### src/hdl/rsc_pkg.sv
package rsc_pkg;

    localparam int TEXTURE_SIZE = 256;
    localparam int OCTAVE_COUNT = 4;

    localparam int STAGES      = 11;
    localparam int SQRT_GROUPS = 6;

    localparam int TEX_SHIFT = $clog2(TEXTURE_SIZE) + 1;
    localparam int U_MAX     = ((2 * 255 + 1) * 65536) / (2 * TEXTURE_SIZE);
    localparam int U_W       = ($clog2(U_MAX + 1) > 16) ? $clog2(U_MAX + 1) : 16;
    localparam int P_W       = U_W + 3;
    localparam int IDX_W     = P_W + OCTAVE_COUNT - 1 - 16;
    localparam int Q_W       = 17;

    localparam int SQRT_ITERS      = U_W + 1;
    localparam int SQ_W            = 2 * SQRT_ITERS;
    localparam int ITERS_PER_GROUP = (SQRT_ITERS + SQRT_GROUPS - 1) / SQRT_GROUPS;
    localparam int R_W             = SQRT_ITERS + 1;

    localparam logic [31:0] HASH_MUL_X = 32'd374761393;
    localparam logic [31:0] HASH_MUL_Y = 32'd668265263;
    localparam logic [31:0] HASH_MIX   = 32'd1274126177;
    localparam logic [23:0] HASH_FULL  = 24'hFFFFFF;

    localparam int WSUM       = (1 << OCTAVE_COUNT) - 1;
    localparam int TOT_W      = 17 + OCTAVE_COUNT;
    localparam int NORM_SHIFT = TOT_W + OCTAVE_COUNT;
    localparam int NORM_MUL_W = NORM_SHIFT + 1;
    localparam int NORM_PROD_W = TOT_W + NORM_MUL_W;
    localparam logic [NORM_MUL_W-1:0] NORM_MUL =
        NORM_MUL_W'(((64'd1 << NORM_SHIFT) + 64'(WSUM) - 64'd1) / 64'(WSUM));

    localparam int EDGE_BASE  = 40632;
    localparam int BAND_WIDTH = 19661;
    localparam int BAND_SHIFT = 30;
    localparam logic [31:0] BAND_MUL =
        32'(((64'd1 << 46) + 64'(BAND_WIDTH) - 64'd1) / 64'(BAND_WIDTH));
    localparam int DIFF_W = ((R_W > 18) ? R_W : 18) + 1;

    typedef enum logic [1:0] {
        CFG_NOISE_SEED = 2'd0,
        CFG_RAGGEDNESS = 2'd1
    } cfg_index_e;

    typedef logic [STAGES-1:0] stage_vec_t;

    typedef struct packed {
        logic [7:0] texel_x;
        logic [7:0] texel_y;
    } texel_t;

    typedef struct packed {
        logic [7:0]  coverage_byte;
        logic [15:0] noise_sample;
    } result_t;

    typedef struct packed {
        logic [SQ_W-1:0] rem;
        logic [SQ_W-1:0] res;
    } sqrt_state_t;

    function automatic logic [31:0] hash_mix(input logic [31:0] h0);
        logic [31:0] x;
        x = h0 ^ (h0 >> 13);
        return x * HASH_MIX;
    endfunction

    function automatic logic [Q_W-1:0] lattice_value(input logic [31:0] h1);
        logic [23:0] h2;
        logic [39:0] nv;
        logic [24:0] chk;
        h2  = h1[23:0] ^ {8'h00, h1[31:16]};
        nv  = {h2, 16'h0000} + 40'h7FFFFF;
        chk = 25'(nv[39:24]) + 25'(nv[23:0]);
        return (chk >= 25'(HASH_FULL)) ? Q_W'(nv[39:24]) + Q_W'(1) : Q_W'(nv[39:24]);
    endfunction

    function automatic logic [Q_W-1:0] fade_finish(input logic [15:0] t,
                                                  input logic [15:0] t2);
        logic [17:0] m;
        logic [33:0] p;
        m = 18'd196608 - (18'(t) << 1);
        p = 34'(t2) * 34'(m);
        return p[32:16];
    endfunction

    function automatic logic [Q_W-1:0] blend(input logic [Q_W-1:0] a,
                                            input logic [Q_W-1:0] b,
                                            input logic [Q_W-1:0] s);
        logic [Q_W-1:0] w;
        logic [34:0]    sum;
        w   = Q_W'(65536) - s;
        sum = 35'(a) * 35'(w) + 35'(b) * 35'(s);
        return sum[32:16];
    endfunction

    function automatic sqrt_state_t sqrt_step(input sqrt_state_t st,
                                              input logic [SQ_W-1:0] bitv);
        sqrt_state_t r;
        logic [SQ_W-1:0] trial;
        trial = st.res + bitv;
        if (st.rem >= trial)
        begin
            r.rem = st.rem - trial;
            r.res = (st.res >> 1) + bitv;
        end
        else
        begin
            r.rem = st.rem;
            r.res = st.res >> 1;
        end
        return r;
    endfunction

endpackage

### src/hdl/rsc_sqrt.sv
module rsc_sqrt (
    input  logic                    clk,
    input  rsc_pkg::stage_vec_t     en,
    input  logic [rsc_pkg::U_W-1:0] dx,
    input  logic [rsc_pkg::U_W-1:0] dy,
    output logic [rsc_pkg::R_W-1:0] radius
);
    import rsc_pkg::*;

    sqrt_state_t st_reg [SQRT_GROUPS+1];
    sqrt_state_t init_next;

    always_comb
    begin
        init_next.rem = SQ_W'(dx) * SQ_W'(dx) + SQ_W'(dy) * SQ_W'(dy);
        init_next.res = '0;
    end

    always_ff @(posedge clk)
    begin
        if (en[1])
            st_reg[0] <= init_next;
    end

    for (genvar g = 0; g < SQRT_GROUPS; g++)
    begin : g_grp
        sqrt_state_t st_next;

        always_comb
        begin
            st_next = st_reg[g];
            for (int j = 0; j < ITERS_PER_GROUP; j++)
            begin
                if (g * ITERS_PER_GROUP + j < SQRT_ITERS)
                    st_next = sqrt_step(st_next, SQ_W'(1) <<
                        (2 * (SQRT_ITERS - 1 - (g * ITERS_PER_GROUP + j))));
            end
        end

        always_ff @(posedge clk)
        begin
            if (en[2+g])
                st_reg[g+1] <= st_next;
        end
    end

    assign radius = R_W'(st_reg[SQRT_GROUPS].res) << 1;

endmodule

### config.mk
export PLATFORM = sky130hd
export DESIGN_NAME = rsc_sqrt
export DESIGN_NICKNAME = d
export VERILOG_FILES = /design/src/hdl/rsc_pkg.sv /design/src/hdl/rsc_sqrt.sv
export SDC_FILE = /design/constraint.sdc
export NUM_CORES = 2
export LEC_CHECK = 0
export ABC_AREA = 1
export BUFFER_PORTS_ARGS = -buffer_cell sky130_fd_sc_hd__clkbuf_2
export CAP_MARGIN = 20
export CORE_ASPECT_RATIO = 1.75
export CORE_MARGIN = 5
export CORE_UTILIZATION = 50
export DETAILED_ROUTE_END_ITERATION = 12
export PLACE_DENSITY = 0.73
export SYNTH_ARGS = -nofsm -noshare
export SYNTH_HDL_FRONTEND = slang
export SYNTH_SLANG_ARGS = --single-unit
### constraint.sdc
create_clock -name clk -period 12.2 [get_ports clk]
set_clock_uncertainty 0.2 [all_clocks]
set_input_delay 1.22 -clock clk [delete_from_list [all_inputs] [get_ports clk]]
set_output_delay 1.22 -clock clk [all_outputs]
set_load 0.02 [all_outputs]
==> metrics.txt <==
Clock Latency Late Sink slightly below 0.6 ns; Vias/cell roughly 5.2; most common cell after layout, fill and taps aside nand2_1; routed wire length about 110 mm; H-tree depth 1; Ports 62; first-pass GRT wire length between 150 and 200 mm; Post-synth EDFFs around 270; HP Start st_reg[0][34]$_DFFE_PP_; asr flop ratio synth 0%; top area cells in the synthesized netlist edfxtp_1 21%, fa_1 20%, ha_1 12%, nand2_1 12%, inv_1 11%; Avg Inst Size Synth 7.683 sq um; Tightest Pin Transition 1.098 ns; Setup Fix Bufs, Post-CTS 0; arrival time worst endpoint 8.83 ns; Fmax around 0.12 GHz; slowest CP cell fa_1; library cells used by synthesis 56; hold depth 0; gr ovfl total 0; Starting Density 50.28%; MaxCap Viol Count 0; largest net degree at the start of global routing 50; WP buf/inv 7; core footprint between 0.07 and 0.08 sq mm; Final TNS setup 0 ns; DRC 0; CTS tree yes; DR vias ~32000; Tcrit/Tclk final between 70 and 80%; Root Driver clkbuf_16; Routability Congestion about 1.0; post-route ant nets 0; number of CTS-inserted buffers 27; CP Max Fanout 16; All-Layer GR Usage a little over a quarter; DRT Pass-1 Iters 5; Hold Vio Cnt, Final 0; Resize count post-CTS 0; wire per inst about 18 um; share of the synthesized area in the top cell type 20.75%; Initial DRC Count between 1000 and 1500; Largest delay share family, worst path adder cells; Die Area approximately 0.083 sq mm; crit path time final between 8 and 9 ns; CP max stage delay between 0.5 and 0.6 ns; Slew HR around a quarter; vias in the first global route between 30000 and 40000; most frequent cells in the layout 1203 x nand2_1, 1145 x inv_1, 392 x fa_1, 370 x ha_1, 358 x nor2_1; Hold Buf Count CTS 0; Worst Path Required roughly 12 ns; Multi-input gate area roughly 0.026 sq mm; Final HPWL DP 92.33 mm; initial antenna violation count 2; largest area contributor in the netlist edfxtp_1; status complete, no violations; register area share after synthesis between 20% and 30%; dominant synthesized flop cell edfxtp_1; layout cells sized above 1 5.288%; crit path capture type flip-flop; FF-to-FF Start st_reg[4][21]$_DFFE_PP_; Die H between 300 and 400 um; Cell Area, Synth 0.03836 sq mm; port bufs 56; flop2flop setup slack around 3.6 ns; Clk pin slew, worst setup/hold paths ~0.070 ns; RSZ-0062 raised after global routing no; Slew Viols, Final 0; worst hold endpoint st_reg[1][34]$_DFFE_PP_; number of cells on the worst reg-to-reg path 37; area grow syn2layout 5.281%; max reg flops about 270; FILL cells 7300; DP Cell Count around 6000; Synth Net Count about 5800; WHS roughly 0.24 ns; Final Non-Filler Cells between 6000 and 7000; Setup CP Type in -> reg; endpoints failing setup 0; Synth Warn # 0; Critical R2R Capture st_reg[5][41]$_DFFE_PP_; Seq cells post-synth roughly 270; HP Class reg -> reg; Final nets 5796; Startpoint Class input pin; cell mode on critical path fa_1; Syn Inst Count ~5000; Site Rows 134; clock sink count 265; Die Wd roughly 220 um; Sequential cell area around 0.008 sq mm; Max Root-Sink Buffers 3
[Yosys cell counts (7+ instances only)]
cell,count
o21ai_1,16
xnor2_1,80
o21bai_1,14
inv_2,13
nor3_1,40
clkbuf_1,73
o21ai_0,171
a31oi_1,11
nand3b_1,19
nand3_1,251
fa_1,392
nand3_2,20
o21a_1,7
nand2_1,1203
ha_1,370
buf_6,12
nand4_1,63
nor4_1,12
inv_1,1145
edfxtp_1,265
nor2_1,359
a21oi_1,171
nor2_2,20
xor2_1,104
a21oi_2,11
or2_2,18
a21o_1,9
nand2_2,44
[per-stage QoR]
| stage | area [sq um] | util [%] | worst slack [ns] |
|---|---|---|---|
| after floorplan | 38360 | - | 3.777 |
| after global placement | 39480 | 51.75 | 3.056 |
| after detailed placement | 39480 | 51.75 | 2.988 |
| after CTS | 40370 | 52.92 | 3.608 |
| after global routing | 40380 | 52.93 | 3.000 |
| final | 40380 | 52.93 | 3.525 |
[worst max-delay path by stage]
stage | depth (start not counted) | to | slack (ns) | from
after floorplan | 30 | st_reg[0][65]$_DFFE_PP_ | 3.78 | dy[5]
after global placement | 31 | st_reg[0][65]$_DFFE_PP_ | 3.06 | dy[11]
after detailed placement | 29 | st_reg[0][65]$_DFFE_PP_ | 2.99 | dy[9]
after CTS | 29 | st_reg[0][65]$_DFFE_PP_ | 3.61 | dy[9]
after global routing | 37 | st_reg[5][41]$_DFFE_PP_ | 3.00 | st_reg[4][21]$_DFFE_PP_
final | 29 | st_reg[0][65]$_DFFE_PP_ | 3.52 | dy[9]
[metal layers]
layer  global-route usage, %  up-vias  wire (um)  share of wire, %
met5                       0        -          0                 0
met4                   22.39        0      11290                11
met3                   2.033      451       3059               2.9
met2                   52.84      812      61410                57
met1                   22.16    14900      31530                29
li1                        -    15450          -                 -
[layout make-up]
class | count | area share [%]
antenna | 3 | 0.01859
clock buffer | 28 | 1.682
clock inverter | 22 | 0.5298
inverter | 1161 | 10.80
multi-input combinational | 3472 | 63.28
sequential | 265 | 19.71
tap | 1020 | 3.160
timing repair buffer | 63 | 0.8242
[kinds of logic after synthesis]
| logic type | count (synthesis) | share of synthesized area, % |
|---|---|---|
| other | 1 | 0.009777 |
| muxes | 1 | 0.02610 |
| DFF | 265 | 20.75 |
| and+or+nand+nor | 2080 | 23.41 |
| adders and majority gates | 762 | 32.53 |
| buffers and inverters | 1255 | 12.64 |
| AOI/OAI and AO/OA | 444 | 6.443 |
| xor gates and xnor gates | 184 | 4.202 |
Power is not shown: default switching activity piles up to over one toggle a cycle in this logic, so the estimate is an artifact.
