`src/hdl/rsc_pkg.sv`:
```
package rsc_pkg;

    localparam int TEXTURE_SIZE = 256;
    localparam int OCTAVE_COUNT = 4;

    localparam int STAGES      = 11;
    localparam int SQRT_GROUPS = 6;

    localparam int TEX_SHIFT = $clog2(TEXTURE_SIZE) + 1;
    localparam int U_MAX     = ((2 * 255 + 1) * 65536) / (2 * TEXTURE_SIZE);
    localparam int U_W       = ($clog2(U_MAX + 1) > 16) ? $clog2(U_MAX + 1) : 16;
    localparam int P_W       = U_W + 3;
    localparam int IDX_W     = P_W + OCTAVE_COUNT - 1 - 16;
    localparam int Q_W       = 17;

    localparam int SQRT_ITERS      = U_W + 1;
    localparam int SQ_W            = 2 * SQRT_ITERS;
    localparam int ITERS_PER_GROUP = (SQRT_ITERS + SQRT_GROUPS - 1) / SQRT_GROUPS;
    localparam int R_W             = SQRT_ITERS + 1;

    localparam logic [31:0] HASH_MUL_X = 32'd374761393;
    localparam logic [31:0] HASH_MUL_Y = 32'd668265263;
    localparam logic [31:0] HASH_MIX   = 32'd1274126177;
    localparam logic [23:0] HASH_FULL  = 24'hFFFFFF;

    localparam int WSUM       = (1 << OCTAVE_COUNT) - 1;
    localparam int TOT_W      = 17 + OCTAVE_COUNT;
    localparam int NORM_SHIFT = TOT_W + OCTAVE_COUNT;
    localparam int NORM_MUL_W = NORM_SHIFT + 1;
    localparam int NORM_PROD_W = TOT_W + NORM_MUL_W;
    localparam logic [NORM_MUL_W-1:0] NORM_MUL =
        NORM_MUL_W'(((64'd1 << NORM_SHIFT) + 64'(WSUM) - 64'd1) / 64'(WSUM));

    localparam int EDGE_BASE  = 40632;
    localparam int BAND_WIDTH = 19661;
    localparam int BAND_SHIFT = 30;
    localparam logic [31:0] BAND_MUL =
        32'(((64'd1 << 46) + 64'(BAND_WIDTH) - 64'd1) / 64'(BAND_WIDTH));
    localparam int DIFF_W = ((R_W > 18) ? R_W : 18) + 1;

    typedef enum logic [1:0] {
        CFG_NOISE_SEED = 2'd0,
        CFG_RAGGEDNESS = 2'd1
    } cfg_index_e;

    typedef logic [STAGES-1:0] stage_vec_t;

    typedef struct packed {
        logic [7:0] texel_x;
        logic [7:0] texel_y;
    } texel_t;

    typedef struct packed {
        logic [7:0]  coverage_byte;
        logic [15:0] noise_sample;
    } result_t;

    typedef struct packed {
        logic [SQ_W-1:0] rem;
        logic [SQ_W-1:0] res;
    } sqrt_state_t;

    function automatic logic [31:0] hash_mix(input logic [31:0] h0);
        logic [31:0] x;
        x = h0 ^ (h0 >> 13);
        return x * HASH_MIX;
    endfunction

    function automatic logic [Q_W-1:0] lattice_value(input logic [31:0] h1);
        logic [23:0] h2;
        logic [39:0] nv;
        logic [24:0] chk;
        h2  = h1[23:0] ^ {8'h00, h1[31:16]};
        nv  = {h2, 16'h0000} + 40'h7FFFFF;
        chk = 25'(nv[39:24]) + 25'(nv[23:0]);
        return (chk >= 25'(HASH_FULL)) ? Q_W'(nv[39:24]) + Q_W'(1) : Q_W'(nv[39:24]);
    endfunction

    function automatic logic [Q_W-1:0] fade_finish(input logic [15:0] t,
                                                  input logic [15:0] t2);
        logic [17:0] m;
        logic [33:0] p;
        m = 18'd196608 - (18'(t) << 1);
        p = 34'(t2) * 34'(m);
        return p[32:16];
    endfunction

    function automatic logic [Q_W-1:0] blend(input logic [Q_W-1:0] a,
                                            input logic [Q_W-1:0] b,
                                            input logic [Q_W-1:0] s);
        logic [Q_W-1:0] w;
        logic [34:0]    sum;
        w   = Q_W'(65536) - s;
        sum = 35'(a) * 35'(w) + 35'(b) * 35'(s);
        return sum[32:16];
    endfunction

    function automatic sqrt_state_t sqrt_step(input sqrt_state_t st,
                                              input logic [SQ_W-1:0] bitv);
        sqrt_state_t r;
        logic [SQ_W-1:0] trial;
        trial = st.res + bitv;
        if (st.rem >= trial)
        begin
            r.rem = st.rem - trial;
            r.res = (st.res >> 1) + bitv;
        end
        else
        begin
            r.rem = st.rem;
            r.res = st.res >> 1;
        end
        return r;
    endfunction

endpackage

```
`src/hdl/rsc_cover.sv`:
```
module rsc_cover (
    input  logic                    clk,
    input  rsc_pkg::stage_vec_t     en,
    input  logic [15:0]             noise,
    input  logic [rsc_pkg::R_W-1:0] radius,
    input  logic [7:0]              raggedness,
    output rsc_pkg::result_t        result
);
    import rsc_pkg::*;

    logic        pos_reg;
    logic        sat_reg;
    logic [14:0] small_reg;
    logic [15:0] n8_reg;
    logic [16:0] cov_reg;
    logic [16:0] cov_next;
    logic [15:0] n9_reg;
    result_t     result_reg;
    result_t     result_next;
    logic        pos_next;
    logic        sat_next;
    logic [DIFF_W-1:0] diff;

    always_comb
    begin
        logic [15:0] mag;
        logic [23:0] off;
        logic [17:0] edge_q;
        mag = noise[15] ? {1'b0, noise[14:0]} : 16'h8000 - noise;
        off = 24'(raggedness) * 24'(mag);
        edge_q = noise[15] ? 18'(EDGE_BASE) + 18'(off[23:8])
                           : 18'(EDGE_BASE) - 18'(off[23:8]);
        diff     = DIFF_W'(edge_q) - DIFF_W'(radius);
        pos_next = !diff[DIFF_W-1] && (diff != '0);
        sat_next = !diff[DIFF_W-1] && (diff >= DIFF_W'(BAND_WIDTH));
    end

    always_comb
    begin
        logic [46:0] prod;
        prod = 47'(small_reg) * 47'(BAND_MUL);
        if (!pos_reg)
            cov_next = '0;
        else if (sat_reg)
            cov_next = 17'h10000;
        else
            cov_next = {1'b0, prod[BAND_SHIFT +: 16]};
    end

    always_comb
    begin
        logic [24:0] scaled;
        scaled = (25'(cov_reg) << 8) - 25'(cov_reg) + 25'd32768;
        result_next.coverage_byte = scaled[23:16];
        result_next.noise_sample  = n9_reg;
    end

    always_ff @(posedge clk)
    begin
        if (en[8])
        begin
            pos_reg   <= pos_next;
            sat_reg   <= sat_next;
            small_reg <= diff[14:0];
            n8_reg    <= noise;
        end
        if (en[9])
        begin
            cov_reg <= cov_next;
            n9_reg  <= n8_reg;
        end
        if (en[10])
            result_reg <= result_next;
    end

    assign result = result_reg;

endmodule
```
`config.mk`:
```
export PLATFORM = sky130hd
export DESIGN_NAME = rsc_cover
export DESIGN_NICKNAME = d
export VERILOG_FILES = /design/src/hdl/rsc_pkg.sv /design/src/hdl/rsc_cover.sv
export SDC_FILE = /design/constraint.sdc
export NUM_CORES = 1
export LEC_CHECK = 0
export ABC_AREA = 1
export CORE_AREA = 2 2 199 201
export CTS_CLUSTER_DIAMETER = 150
export CTS_CLUSTER_SIZE = 30
export DETAILED_ROUTE_END_ITERATION = 6
export DIE_AREA = 0 0 201 203
export DONT_BUFFER_PORTS = 1
export HOLD_SLACK_MARGIN = 0.02
export PLACE_DENSITY = 0.7
export SLEW_MARGIN = 20
export SYNTH_ARGS = -nofsm -noshare
export SYNTH_HDL_FRONTEND = slang
export SYNTH_SLANG_ARGS = --single-unit
```
`constraint.sdc`:
```
create_clock -name clk -period 8.2 [get_ports clk]
set_input_delay 1.64 -clock clk [delete_from_list [all_inputs] [get_ports clk]]
set_output_delay 1.64 -clock clk [all_outputs]
set_load 0.01 [all_outputs]
```
==> results.toml, run 1 <==
[min_path]
min-delay-start = "n8_reg[5]$_DFFE_PP_"
hold_end = "n9_reg[5]$_DFFE_PP_"
hold_path_class = "reg2reg"
whs_path_depth = 0

[worst_setup_path]
path_max_fanout = 6
crit_required_ns = 8.31
end_kind = "register"
r2r_cells = 19
worstSetupStartpointType = "input port"
slowest_delay_ns = 0.58
crit_slowest_cell = "fa_2"
r2r-end = "cov_reg[10]$_SDFFCE_PP0P_"
r2r_start = "small_reg[13]$_DFFE_PP_"
r2r_setup_slack_ns = 2.01
crit_type = "in2reg"
crit_arrival_ns = 8.59

[yosys]
yosys_register_bits = 90
synth-edff-count = 90
synth_top_area_share_pct = 26.7
synth_seq_area_share_pct = 16.0
yosys.area.top_type = "fa_1"
syn_avg_cell_area_um2 = 8.38
ys_types = 47
synth_cells = 2013
synth_commonest_cells = "inv_1 (447), nand2_1 (304), ha_1 (251), fa_1 (225), nor2_1 (202)"
yosys.cell_count.top_type = "inv_1"
synth_area_um2 = 16900
ys_warn_count = 0
synth.net_count = 2543
ys_top_cells_by_area = "fa_1 (27%), ha_1 (19%), edfxtp_1 (16%)"
synthFlopType = "edfxtp_1"
synthArstFlopShare_pct = 0

[finish]
diodes = 0
multi_input_area_um2 = 13600
fillers = 3452
largest_register_ffs = 24
final_layout_size_suffix_gt1_share_pct = 22.4
instances_no_fill = 2760
num-nets-final = 2767
seq_area_um2 = 2700
synthToLayoutAreaGrowth_pct = 22.7

[placed_design]
dpl.cell_count = 2711
io_buffers = 0
dp_hpwl_um = 38200
finalWeightedCongestion = 0.979

[global_routing]
grt_usage_pct = 22.2
grt_pass1_wl_um = 72900
grt_max_degree = 35
antenna_found_initial = 0
gr-total-overflow = 0
grt_pass1_vias = 14400

[clock_network]
cts_tree = "built"
clockBufferDepth = 2
cts_buffers = 9
clk_pin_slew_ns = 0.07
ctsHtreeMaxLevel = 3
cts_root_buf = "clkbuf_16"
hold_buffers = 0
clk_latency_ns = 0.36
cts.sinks = 90

[sta]
max_slew.worst_pin.slew_ns = 0.858
maxSlewViolCount = 0
setup_viol = 3
hold_viol = 0
worst_slack_ns = -0.282
max_freq_mhz = 118
clock_skew_ns = 0.0122
min_period_over_period_pct = 103
period_needed_ns = 8.48
slew_headroom_pct = 42.6
rsz0062_at_grt = "yes"

[outcome]
violations = "setup timing"
status = "finished, violations left"

[route]
vias_per_cell = 5.12
drc_errors = 0
ant_nets = 0
via_count = 14100
dr.pass1.iters = 6
postRouteWirelength_um = 45300
drtIter0Drc = 751
wire_per_inst_um = 16.4

[die]
die_width_um = 201
core_area_um2 = 38500
std_cell_rows = 72
ios = 78
start_util_pct = 43.9
die-area_um2 = 40800
die_h_um = 203

[run]
cap_violations = 0
what timing repair did:
action	CTS	global route
gates cloned	0	0
pin swaps	17	116
setup endpoints to repair	4	14
resized for setup	37	190
buffers inserted	5	33
cell usage in the layout, fill, tap and decap left out, types with 58 or more instances in the layout:
cell	Yosys	final
fa_1	225	223
inv_1	447	421
edfxtp_1	90	90
nand2_2	25	61
nand2_1	304	255
o21ai_0	79	60
ha_1	251	225
nand3_1	69	58
buf_4	1	215
a21oi_1	117	86
nor2_1	202	174
worst max-delay path: cells and delay by family:
family	cells	cell delay (ns)
adder cells (fa/ha/maj)	7	2.63
AND/OR/NAND/NOR	19	1.89
buffers and inverters	14	1.22
AO/OA/AOI/OAI	6	0.82
XOR/XNOR	2	0.39
through the flow:
step           utilization (%)  setup slack [ns]  instance area [µm²]  setup TNS (ns)  hold slack [ns]
3_3_place_gp              50.1            -0.690                19300           -3.17            0.404
6_report                  53.8            -0.282                20700          -0.569            0.419
3_5_place_dp              50.1            -0.768                19300           -3.63            0.405
4_1_cts                   51.3            -0.258                19700          -0.472            0.412
5_1_grt                   53.8            -0.807                20700           -3.14            0.425
2_1_floorplan                -           -0.0897                17200          -0.103            0.400
per-layer routing:
| layer | vias up | track usage [%] | wire length [µm] |
|---|---|---|---|
| met1 | 6780 | 28.8 | 19400 |
| li1 | 6841 | - | - |
| met4 | 0 | 8.17 | 1960 |
| met5 | - | 0 | 0 |
| met3 | 113 | 2.70 | 2010 |
| met2 | 398 | 38.1 | 21900 |
logic make-up after synthesis:
logic type | Yosys count | synth area share, %
compound gates | 256 | 8.45
xor+xnor | 49 | 2.70
fa+ha+maj | 476 | 45.3
buf+inv | 468 | 10.5
flops | 90 | 16.0
simple gates | 674 | 17.1
final cells by class:
cell class                      count  share of cell area, %
Multi-Input combinational cell   1455                   65.6
Tap cell                          518                   3.13
Clock inverter                      7                  0.338
Inverter                          455                   8.41
Clock buffer                        9                   1.09
Sequential cell                    90                   13.1
Timing Repair Buffer              226                   8.40
worst max-delay path by stage:
stage                        start                end  slack, ns  cells after the start
final                     noise[1]  pos_reg$_DFFE_PP_      -0.28                     48
after global routing      noise[1]  pos_reg$_DFFE_PP_      -0.81                     49
after CTS                 noise[0]  pos_reg$_DFFE_PP_      -0.26                     47
after detailed placement  noise[0]  pos_reg$_DFFE_PP_      -0.77                     42
after global placement    noise[0]  pos_reg$_DFFE_PP_      -0.69                     42
after floorplan           noise[0]  pos_reg$_DFFE_PP_      -0.09                     49
Power of run 1 is left out: the tool's default activity adds up to more than one toggle a clock period on the data nets, which glitch-free logic cannot reach.
==> run 2: changes to the inputs <==
--- a/config.mk
+++ b/config.mk
@@ -5,12 +5,11 @@
 export SDC_FILE = /design/constraint.sdc
 export NUM_CORES = 1
 export LEC_CHECK = 0
-export ABC_AREA = 1
-export CORE_AREA = 2 2 199 201
+export CORE_AREA = 2 2 192 194
 export CTS_CLUSTER_DIAMETER = 150
 export CTS_CLUSTER_SIZE = 30
 export DETAILED_ROUTE_END_ITERATION = 6
-export DIE_AREA = 0 0 201 203
+export DIE_AREA = 0 0 194 196
 export DONT_BUFFER_PORTS = 1
 export HOLD_SLACK_MARGIN = 0.02
 export PLACE_DENSITY = 0.7
==> run 2 against run 1 <==
The flow still finishes with violations (setup timing). Highest routed layer unchanged. Critical path type unchanged. Sequential share of layout area increased by 1.1 points. Die area is 6.8% lower. Utilization down 1.0 points. Non-clock buffer count down 16. Largest cell class unchanged. Wire length fell by 19%. Design area is 7.9% lower. Global-route usage shrank 2.6 points. Register-to-register slack lost 0.81 ns.
==> results.toml, run 2 <==
[die]
die-area_um2 = 38000
ios = 78
die_h_um = 196
die_width_um = 194
std_cell_rows = 70
start_util_pct = 43.4
core_area_um2 = 36100

[run]
cap_violations = 0

[yosys]
synth-edff-count = 90
synth_cells = 1548
synth_area_um2 = 15700
synth_top_area_share_pct = 28.7
ys_types = 84
synth.net_count = 2078
yosys.cell_count.top_type = "inv_1"
syn_avg_cell_area_um2 = 10.1
ys_top_cells_by_area = "fa_1 (29%), ha_1 (20%), edfxtp_1 (17%)"
synth_commonest_cells = "inv_1 (315), ha_1 (251), fa_1 (225), edfxtp_1 (90), nand2_1 (71)"
synthFlopType = "edfxtp_1"
yosys_register_bits = 90
synthArstFlopShare_pct = 0
synth_seq_area_share_pct = 17.2
yosys.area.top_type = "fa_1"
ys_warn_count = 0

[global_routing]
gr-total-overflow = 0
grt_pass1_wl_um = 60400
grt_pass1_vias = 12300
grt_max_degree = 34
grt_usage_pct = 19.5
antenna_found_initial = 0

[sta]
hold_viol = 0
clock_skew_ns = 0.00738
period_needed_ns = 8.94
worst_slack_ns = -0.739
setup_viol = 7
maxSlewViolCount = 0
rsz0062_at_grt = "yes"
slew_headroom_pct = 54.0
max_freq_mhz = 112
max_slew.worst_pin.slew_ns = 0.691
min_period_over_period_pct = 109

[placed_design]
dp_hpwl_um = 30500
io_buffers = 0
finalWeightedCongestion = 0.946
placed_cell_area_um2 = 17600

[clock_network]
cts.sinks = 90
clockBufferDepth = 2
clk_latency_ns = 0.34
ctsHtreeMaxLevel = 3
clk_pin_slew_ns = 0.07
cts_buffers = 9
cts_tree = "built"
cts_root_buf = "clkbuf_16"

[route]
wl_met3_um = 1020
via_count = 11500
ant_nets = 0
postRouteWirelength_um = 36800
dr.pass1.iters = 5
wirelength_met1_um = 16500
vias_per_cell = 5.18
drtIter0Drc = 528
met2WireLength_um = 18600
drc_errors = 0
wire_per_inst_um = 16.5
highest_layer = "met4"

[worst_setup_path]
worstSetupStartpointType = "input port"
crit_arrival_ns = 9.03
crit_cells = 36
slowest_delay_ns = 0.55
crit_required_ns = 8.29
crit_family = "adder cells"
path_max_fanout = 5
r2r_cells = 19
cp.buffers_inverters = 8
crit_type = "in2reg"
end_kind = "register"
crit_slowest_cell = "fa_1"

[finish]
synthToLayoutAreaGrowth_pct = 21.6
final_layout_size_suffix_gt1_share_pct = 22.5
final_area_um2 = 19100
diodes = 0
num-nets-final = 2279
largest_register_ffs = 24
final_cell_mix = "inv_1 (307), ha_1 (234), fa_1 (223)"
final_common_cell = "inv_1"

[outcome]
violations = "setup timing"
status = "finished, violations left"

[min_path]
hold_path_class = "reg2reg"
whs_path_depth = 0
## run 2: changes by cell type after synthesis, moves of 25 or more
cell	previous run	this run
a21oi_1	117	58
nand3_1	69	13
inv_1	447	315
nand2_2	25	0
and2_1	2	53
nand2_1	304	71
o21ai_0	79	32
xnor2_1	14	44
nor2b_1	0	55
nor2_1	202	62
## run 2: path summary, 6_finish.rpt
path	from	endpoint	slack (ns)
max reg2reg	small_reg[13]$_DFFE_PP_	cov_reg[14]$_SDFFCE_PP0P_	1.20
min reg2reg	n8_reg[12]$_DFFE_PP_	n9_reg[12]$_DFFE_PP_	0.42
max	noise[2]	sat_reg$_DFFE_PP_	-0.74
min	n8_reg[12]$_DFFE_PP_	n9_reg[12]$_DFFE_PP_	0.42
## run 2: final cells by class
cell class | count | area (µm²)
fillers | 3148 | 17000
clock buffers | 10 | 229
multi-input cells | 1122 | 12600
flip-flops and latches | 90 | 2700
repair buffers | 210 | 1650
inverters | 316 | 1190
clock inverters | 6 | 75.1
well taps | 468 | 586
## run 2: what timing repair did
action / CTS / global route
endpoints found under the hold margin: 0 / 0
pin swaps: 100 / 46
gates resized for setup: 106 / 74
hold buffers: 0 / 0
endpoints found under the setup margin: 10 / 12
buffers inserted: 29 / 11
## run 2: stage by stage
step	setup slack [ns]	std cells	hold WS, ns	utilization, %	TNS, ns
floorplan	-0.981	1548	0.400	-	-4.14
global placement	-1.19	2171	0.400	48.9	-7.80
detailed placement	-1.42	2171	0.405	48.9	-9.53
CTS	-0.549	2212	0.410	51.8	-2.15
global route	-0.981	2222	0.422	52.8	-5.34
finish	-0.739	2222	0.415	52.8	-3.48
## run 2: logic make-up (layout without fill, tap and decap cells)
family / Yosys count / in the layout / share of synthesized area [%]
fa+ha+maj: 476 / 476 / 48.8
compound gates: 215 / 215 / 9.41
mux: 5 / 5 / 0.359
flops: 90 / 90 / 17.2
xor+xnor: 69 / 69 / 3.90
buf+inv: 336 / 542 / 8.07
simple gates: 357 / 357 / 12.2
## run 2: layer usage
layer	GRT usage (%)	vias to the layer above
met2	34.4	192
met4	4.57	0
met5	0	-
met1	26.0	5773
li1	-	5506
met3	1.96	43
Power of run 2 is left out for the same reason.
==> run 3: changes to the inputs <==
--- a/config.mk
+++ b/config.mk
@@ -5,14 +5,16 @@
 export SDC_FILE = /design/constraint.sdc
 export NUM_CORES = 1
 export LEC_CHECK = 0
-export CORE_AREA = 2 2 192 194
+export ABC_AREA = 1
+export CORE_AREA = 2 2 199 201
 export CTS_CLUSTER_DIAMETER = 150
 export CTS_CLUSTER_SIZE = 30
 export DETAILED_ROUTE_END_ITERATION = 6
-export DIE_AREA = 0 0 194 196
+export DIE_AREA = 0 0 201 203
 export DONT_BUFFER_PORTS = 1
 export HOLD_SLACK_MARGIN = 0.02
 export PLACE_DENSITY = 0.7
+export SKIP_LAST_GASP = 1
 export SLEW_MARGIN = 20
 export SYNTH_ARGS = -nofsm -noshare
 export SYNTH_HDL_FRONTEND = slang
==> run 3 against run 2 <==
The run still ends with setup timing left. Critical path depth is 11 higher. First-iteration DRC count is 29% higher. Clock skew is 0.0065 ns higher. Non-clock buffer count is 8 higher. Design area is 7.6% higher. Utilization is 0.47 points higher. Maximum frequency is 4.1% higher. Sequential cell count stayed put. Count of clock-buffer cells in the layout is 1 lower. Via count is 22% higher. Final cell count is 24% higher. Wire length is 22% higher.
==> results.toml, run 3 (synthesized netlist as in run 1, its figures left out) <==
[outcome]
status = "finished, violations left"
violations = "setup timing"

[sta]
max_freq_mhz = 116
period_needed_ns = 8.59
slew_headroom_pct = 43.4
hold_viol = 0
min_period_over_period_pct = 105
max_slew.worst_pin.slew_ns = 0.846
setup_viol = 3
rsz0062_at_grt = "yes"
worst_slack_ns = -0.388
maxSlewViolCount = 0
clock_skew_ns = 0.0139

[worst_setup_path]
path_max_fanout = 5
worstSetupStartpointType = "input port"
end_kind = "register"
crit_family = "adder cells"
crit_required_ns = 8.31
critical_path.most_common_cell = "inv_2"
crit_type = "in2reg"
r2r_start = "small_reg[13]$_DFFE_PP_"
cp.buffers_inverters = 11
cp-endpoint = "pos_reg$_DFFE_PP_"
r2r_cells = 19
crit_slowest_cell = "fa_1"
r2r_setup_slack_ns = 2.03
crit_cells = 47
slowest_delay_ns = 0.50
startpoint = "noise[1]"
r2r-end = "cov_reg[10]$_SDFFCE_PP0P_"
crit_arrival_ns = 8.70

[die]
start_util_pct = 43.9
die_h_um = 203
core_area_um2 = 38500
die_width_um = 201
die-area_um2 = 40800
std_cell_rows = 72
ios = 78

[clock_network]
clk_latency_ns = 0.36
cts.sinks = 90
ctsHtreeMaxLevel = 3
cts_root_buf = "clkbuf_16"
cts_tree = "built"
clk_pin_slew_ns = 0.08
cts_buffers = 9
hold_buffers = 0
clockBufferDepth = 2

[finish]
diodes = 0
synthToLayoutAreaGrowth_pct = 21.5
final_common_cell = "inv_1"
num-nets-final = 2760
final_layout_size_suffix_gt1_share_pct = 21.0
final_cell_mix = "inv_1 (426), nand2_1 (264), ha_1 (227)"
largest_register_ffs = 24

[placed_design]
post-place-ws_ns = -0.768
io_buffers = 0
dp_hpwl_um = 38200
finalWeightedCongestion = 0.979

[global_routing]
grt_pass1_vias = 14400
antenna_found_initial = 0
grt_usage_pct = 22.2
grt_pass1_wl_um = 72800
gr-total-overflow = 0
grt_max_degree = 35

[min_path]
hold_path_class = "reg2reg"

[run]
cap_violations = 0

[route]
dr.pass1.iters = 6
ant_nets = 0
postRouteWirelength_um = 44700
vias_per_cell = 5.11
drtIter0Drc = 680
drc_errors = 0
via_count = 14100
wire_per_inst_um = 16.2
run 3: changes by cell type in the layout (fill, tap and decap cells not counted), moves of 47 or more:
cell     before  now
a21oi_1      42   90
nor2_1       53  175
nand2_1      60  264
inv_1       307  426
nor2b_1      50    0
nand3_1      12   62
nand2_2       7   54
run 3: cell type report:
cell class,count,area [µm²]
fill,3480,18000
sequential,90,2700
clock buffer,9,225
multi-input combinational,1456,13500
clock inverter,7,70.1
inverter,455,1740
tap,518,648
timing repair buffer,218,1660
run 3: per-layer routing:
layer / GRT usage [%] / vias up / share of wire [%]
met5: 0 / - / 0
met4: 8.17 / 0 / 4.5
met3: 2.70 / 111 / 4.4
met2: 38.1 / 366 / 48
met1: 28.8 / 6759 / 43
li1: - / 6823 / -
run 3: worst register-to-register path, stage by stage, from the launching register on:
cell,delay [ns]
edfxtp_1,0.59
inv_1,0.20
ha_1,0.36
inv_1,0.08
fa_1,0.56
fa_1,0.54
fa_1,0.52
fa_1,0.61
fa_1,0.43
ha_1,0.33
a21oi_1,0.22
o21ai_0,0.17
nand2_1,0.10
nand2_1,0.08
a221oi_1,0.35
nand3_1,0.32
nand3_1,0.15
nand2_1,0.07
o21ai_0,0.15
a21oi_1,0.08
run 3: how the worst min path moves through the flow:
stage                         from                  end  slack [ns]  cells past startpoint
6_report       n9_reg[6]$_DFFE_PP_  result[6]$_DFFE_PP_        0.41                      0
3_5_place_dp   n8_reg[3]$_DFFE_PP_  n9_reg[3]$_DFFE_PP_        0.40                      0
3_3_place_gp   n8_reg[0]$_DFFE_PP_  n9_reg[0]$_DFFE_PP_        0.40                      0
5_1_grt        n8_reg[5]$_DFFE_PP_  n9_reg[5]$_DFFE_PP_        0.43                      0
4_1_cts        n9_reg[6]$_DFFE_PP_  result[6]$_DFFE_PP_        0.41                      0
2_1_floorplan  n8_reg[0]$_DFFE_PP_  n9_reg[0]$_DFFE_PP_        0.40                      0
run 3: through the flow:
| stage | setup TNS, ns | instance area (µm²) | std cells | hold slack (ns) | util (%) |
|---|---|---|---|---|---|
| after global routing | -3.78 | 20500 | 2753 | 0.425 | 53.3 |
| after detailed placement | -3.63 | 19300 | 2711 | 0.405 | 50.1 |
| final | -0.844 | 20500 | 2753 | 0.415 | 53.3 |
| after CTS | -0.526 | 19700 | 2732 | 0.412 | 51.3 |
| after floorplan | -0.103 | 17200 | 2013 | 0.400 | - |
| after global placement | -3.17 | 19300 | 2711 | 0.404 | 50.1 |
run 3: repair_timing:
action,4_1_cts,5_1_grt
pin swaps,17,113
hold endpoints to repair,0,0
cloned,0,1
resized for setup,32,145
endpoints found under the setup margin,4,14
setup buffers,5,22
Power of run 3 is left out for the same reason.
